==> config.mk <==
export PLATFORM = sky130hd
export DESIGN_NAME = nme_ram
export DESIGN_NICKNAME = d
export VERILOG_FILES = /design/src/rtl/note_match_evaluator_defines.svh /design/src/rtl/nme_ram.sv
export SDC_FILE = /design/constraint.sdc
export NUM_CORES = 2
export LEC_CHECK = 0
export BUFFER_PORTS_ARGS = -buffer_cell sky130_fd_sc_hd__buf_2
export CAP_MARGIN = 20
export CORE_AREA = 4 4 570 572
export DETAILED_ROUTE_END_ITERATION = 6
export DIE_AREA = 0 0 574 576
export SLEW_MARGIN = 15
export SYNTH_ARGS = -nofsm -noshare
export SYNTH_HDL_FRONTEND = slang
export SYNTH_SLANG_ARGS = --single-unit
==> constraint.sdc <==
create_clock -name clk -period 5.4 [get_ports clk]
set_input_delay 0 -clock clk [delete_from_list [all_inputs] [get_ports clk]]
set_output_delay 0 -clock clk [all_outputs]
set_load 0.02 [all_outputs]
==> src/rtl/note_match_evaluator_defines.svh <==
// ----------------------------------------------------------------------------
// Note match evaluator assertion macros
// Shared assertion wrappers for the note match evaluator RTL.
// ----------------------------------------------------------------------------
`ifndef NOTE_MATCH_EVALUATOR_DEFINES_SVH
`define NOTE_MATCH_EVALUATOR_DEFINES_SVH
`ifndef SYNTHESIS
// Checked outside reset.
`define NME_ASSERT(lbl, prop, msg) \
  lbl: assert property (@(posedge clk) disable iff (rst) prop) else $error(msg);
// Checked on every edge, reset included.
`define NME_ASSERT_ALWAYS(lbl, prop, msg) \
  lbl: assert property (@(posedge clk) prop) else $error(msg);
`else
`define NME_ASSERT(lbl, prop, msg)
`define NME_ASSERT_ALWAYS(lbl, prop, msg)
`endif
`endif

==> src/rtl/nme_ram.sv <==
// ----------------------------------------------------------------------------
// Note match evaluator RAM
// Simple dual-port RAM, one write and one registered read port.
// ----------------------------------------------------------------------------
`timescale 1ns / 1ps
`default_nettype none
module nme_ram #(
  parameter int WIDTH = 8,
  parameter int DEPTH = 256
) (
  input  wire logic                     clk,
  input  wire logic                     we,
  input  wire logic [$clog2(DEPTH)-1:0] waddr,
  input  wire logic [WIDTH-1:0]         wdata,
  input  wire logic [$clog2(DEPTH)-1:0] raddr,
  output logic      [WIDTH-1:0]         rdata
);
  logic [WIDTH-1:0] mem [DEPTH];

  always_ff @(posedge clk) begin
    if (we) begin
      mem[waddr] <= wdata;
    end
    rdata <= mem[raddr];
  end
endmodule
`default_nettype wire

======== After elaboration in Yosys (flattened, before gate mapping) ========
Memory sizes are Yosys's and may differ from the RTL's. A register that Yosys moved wholly into a read port is not among the register bits.
Index checks and enable logic that the tools add are counted.
cells by class
  add/sub/neg operators ................... 0
  multiply operators ...................... 0
  divide/modulo/power cells ............... 0
  magnitude comparators ................... 0
  equal/unequal tests ..................... 0
  shift operators ......................... 0
  mux-type cells .......................... 2
  bitwise operators ....................... 0
  reduce and logical (&&, ||, !) cells .... 0
operator list
  operator  number
  $mux 1    2
storage, ports and cells
  flip-flop bits (word level) ............. 0
  bits in latches ......................... 0
  memory bits (writable) .................. 2048
  memory bits (read-only) ................. 0
  input bits .............................. 26
  output and inout port bits .............. 8
  word-level logic and storage cells ...... 3
  memories kept ........................... 1
memory list
  memory  words  bits a word  rd ports  clocked after Yosys merged registers in  write ports  RTL line       RTL
  mem     256    8            1         1                                        1            nme_ram.sv:18  logic [WIDTH-1:0] mem [DEPTH];

======== Longest topological paths before layout ========
  word-level depth ........................ 2
  depth in mapped cells ................... 11
  gate-level depth less buffers ........... 6

======== Least setup slack after synthesis ========
Ideal clock, no wire load.
  path kind ............................... input to register
  start ................................... in raddr[0]
  end ..................................... reg rdata[2], read port of mem
  library setup time ...................... 0.131 ns
  data arrival time ....................... 1.807 ns
  required time ........................... 5.269 ns
  slack ................................... 3.462 ns
  cell stages on the path ................. 9
  path buffers ............................ 4
  cells stage by stage .................... buf_6 > buf_12 > buf_8 > buf_2 > mux4_2 > a22oi_1 > a21oi_1 > nor4_1 > nor4_2
RTL lines
  item         RTL line       RTL
  from (decl)  nme_ram.sv:15  input wire logic [$clog2(DEPTH)-1:0] raddr,
  to (decl)    nme_ram.sv:16  output logic [WIDTH-1:0] rdata

======== Final worst setup path ========
  start ................................... in waddr[0]
  end ..................................... mem mem[109][7], enable pin
RTL lines
  item         RTL line       RTL
  from (decl)  nme_ram.sv:13  input wire logic [$clog2(DEPTH)-1:0] waddr,
  to (decl)    nme_ram.sv:18
No word-level cell before the write port.

==> flow_summary.json <==
{
  "status": "finished clean",
  "cts_tree": "done",
  "cp.buffers_inverters": 3,
  "pin_count": 34,
  "portBuffers": 33,
  "routedWlPerCell_um": 24.6,
  "crit_arrival_ns": 3.59,
  "yosysWarnings": 0,
  "synth_top_area_share_pct": 77.3,
  "cpPeakStageDelay_ns": 0.93,
  "layout_commonest_cell": "edfxtp_1",
  "p_leak_nw": 27.1,
  "vias_per_cell": 4.72,
  "drive_above_1_share_pct": 22.0,
  "end_kind": "register",
  "holdBufCountCts": 14,
  "clockBufferDepth": 3,
  "start_kind": "input port",
  "area_delta_synth_final_pct": 14.6,
  "postCtsSetupBuffers": 0,
  "wirelength_um": 202000,
  "worst_path_max_delay_cell": "nand4_1",
  "drc": 0,
  "num_rows": 208,
  "mostFrequentLayoutCells": "edfxtp_1, mux4_2, nor2_1",
  "htree_levels": 4,
  "grt_antenna_before_repair": 12,
  "synth_area_mm2": 0.0796,
  "synth-seq-area-share_pct": 77.5,
  "drt-initial-drc-count": 4582,
  "cts_made_buffers": 198,
  "power.density_mw_per_mm2": 363,
  "synth_area_leaders": "edfxtp_1, mux4_2, mux2i_1, nor2_1, a22oi_1",
  "core_mm2": 0.320,
  "grt_pass1_wl_um": 291000,
  "avgSynthCellArea_um2": 21.3,
  "timing.max_cap.violations": 0,
  "path_cells": "dlygate4sd3_1, buf_2, nor2b_1, nand4_1, buf_4, nor2_1",
  "fin_cells": 8212,
  "slew_headroom_pct": 21.7,
  "min_path_type": "in -> reg",
  "die_h_um": 576,
  "dp_hpwl_um": 122000,
  "synth_cell_types": 55,
  "cts.sinks": 2056,
  "synth_edf_count": 2048,
  "peakVddDrop_mv": 0.298,
  "slew_violations": 0,
  "cts_resized": 0,
  "tightestPinTransition_ns": 1.17,
  "cts-root-buf": "clkbuf_16",
  "rsz0062_at_grt": "false",
  "overflow": 0,
  "final-hold-violation-count": 0,
  "initial_core_util_pct": 24.9,
  "fin_crit_ns": 3.15,
  "vias": 38700,
  "nets": 3864,
  "dieArea_mm2": 0.331,
  "die_width_um": 574,
  "setup_viol": 0,
  "dpl.cell_count": 7821,
  "synth_fp_nets": 3759,
  "cp_data_required_time_ns": 5.84,
  "synthArstFlopShare_pct": 0,
  "clock_latency_ns": 0.83,
  "grt_start_max_net_pins": 177,
  "synth_seq_cells": 2056,
  "crit_family": "simple AND/OR/NAND/NOR gates",
  "crit_type": "in -> reg",
  "ys.flop_type": "edfxtp_1",
  "setup_tns_ns": 0,
  "first_global_vias": 38800,
  "clock.fmax_mhz": 317,
  "skew_ns": 0.0296,
  "period_share_pct": 58.3,
  "path_clk_slew_ns": 0.06,
  "yosysTopAreaCell": "edfxtp_1",
  "path_max_fanout": 10,
  "grt_usage_pct": 11.9,
  "ant_nets": 0,
  "place_congestion": 0.800,
  "dr.pass1.iters": 5,
  "syn_inst": 3733
}
-- registers in the layout, summed over array words and instances (netlist names) --
| signal | cells |
|---|---|
| mem | 2048 |
| rdata | 8 |
-- synthesized netlist by cell type (21+ instances only) --
cell,n
nand2_1,33
buf_4,27
nor4_1,24
mux4_2,454
clkbuf_1,111
buf_6,21
nor3_1,22
nand3_1,34
a22oi_1,133
buf_2,31
nor2b_1,31
a21oi_1,96
o22ai_1,28
buf_1,22
o221ai_1,46
mux2i_1,134
nor2_1,282
edfxtp_1,2048
-- power by group --
part | internal, W | total [W] | switching, W
Combinational | 0.000530 | 0.00160 | 0.00107
Clock | 0.00793 | 0.0138 | 0.00592
Sequential | 0.0176 | 0.0176 | 0.0000276
-- area by class of cell --
cell class / instances / area (µm²)
Inverter: 2 / 7.51
Multi-Input combinational cell: 1442 / 16500
Antenna cell: 8 / 20.0
Clock inverter: 115 / 1180
Sequential cell: 2056 / 61700
Fill cell: 31000 / 229000
Tap cell: 4200 / 5260
Clock buffer: 251 / 5250
Timing Repair Buffer: 138 / 1340
-- path summary, 6_finish.rpt --
check	startpoint	end	slack (ns)	cells after the start
hold / removal	waddr[7]	mem[252][6]$_DFFE_PP_	0.27	4
setup / recovery	waddr[0]	mem[109][7]$_DFFE_PP_	2.25	6
setup reg to reg	mem[27][3]$_DFFE_PP_	rdata[3]$_DFF_P_	2.39	6
hold reg to reg	mem[54][0]$_DFFE_PP_	rdata[0]$_DFF_P_	1.09	7
-- worst reg2reg max path: cells and delay by family (launching register included) --
| kind | cells | cell delay, ns |
|---|---|---|
| mux | 1 | 0.47 |
| flops | 1 | 0.36 |
| compound gates | 4 | 1.96 |
| simple gates | 1 | 0.10 |
-- cell families (layout without fill, tap and decap cells) --
| family | after synthesis | after routing | share of synthesized area (%) |
|---|---|---|---|
| DFF | 2056 | 2056 | 77.5 |
| AOI/OAI and AO/OA | 385 | 385 | 3.42 |
| other | 0 | 8 | 0 |
| muxes | 591 | 591 | 14.6 |
| buffers and inverters | 235 | 506 | 1.83 |
| and+or+nand+nor | 466 | 466 | 2.63 |
-- routing by layer --
layer  share of wire [%]  up-vias  global-route usage [%]
met4                 3.7        0                    4.49
met1                  40    20800                    15.9
met5                   0        -                       0
li1                    -    15900                       -
met3                 7.3      322                    2.10
met2                  49     1703                    19.5
-- metrics by stage --
stage	setup slack (ns)	hold WS (ns)	instance area, µm²	total power, W	utilization [%]
2_1_floorplan	3.46	0.0989	79600	0.0188	-
3_3_place_gp	1.31	0.482	84500	0.0195	26.4
3_5_place_dp	1.57	0.477	84600	0.0196	26.4
4_1_cts	2.35	0.194	91100	0.0333	28.5
5_1_grt	2.22	0.250	91200	0.0341	28.5
6_report	2.25	0.268	91200	0.0331	28.5
Note: power is estimated with default switching activity, not from simulation.
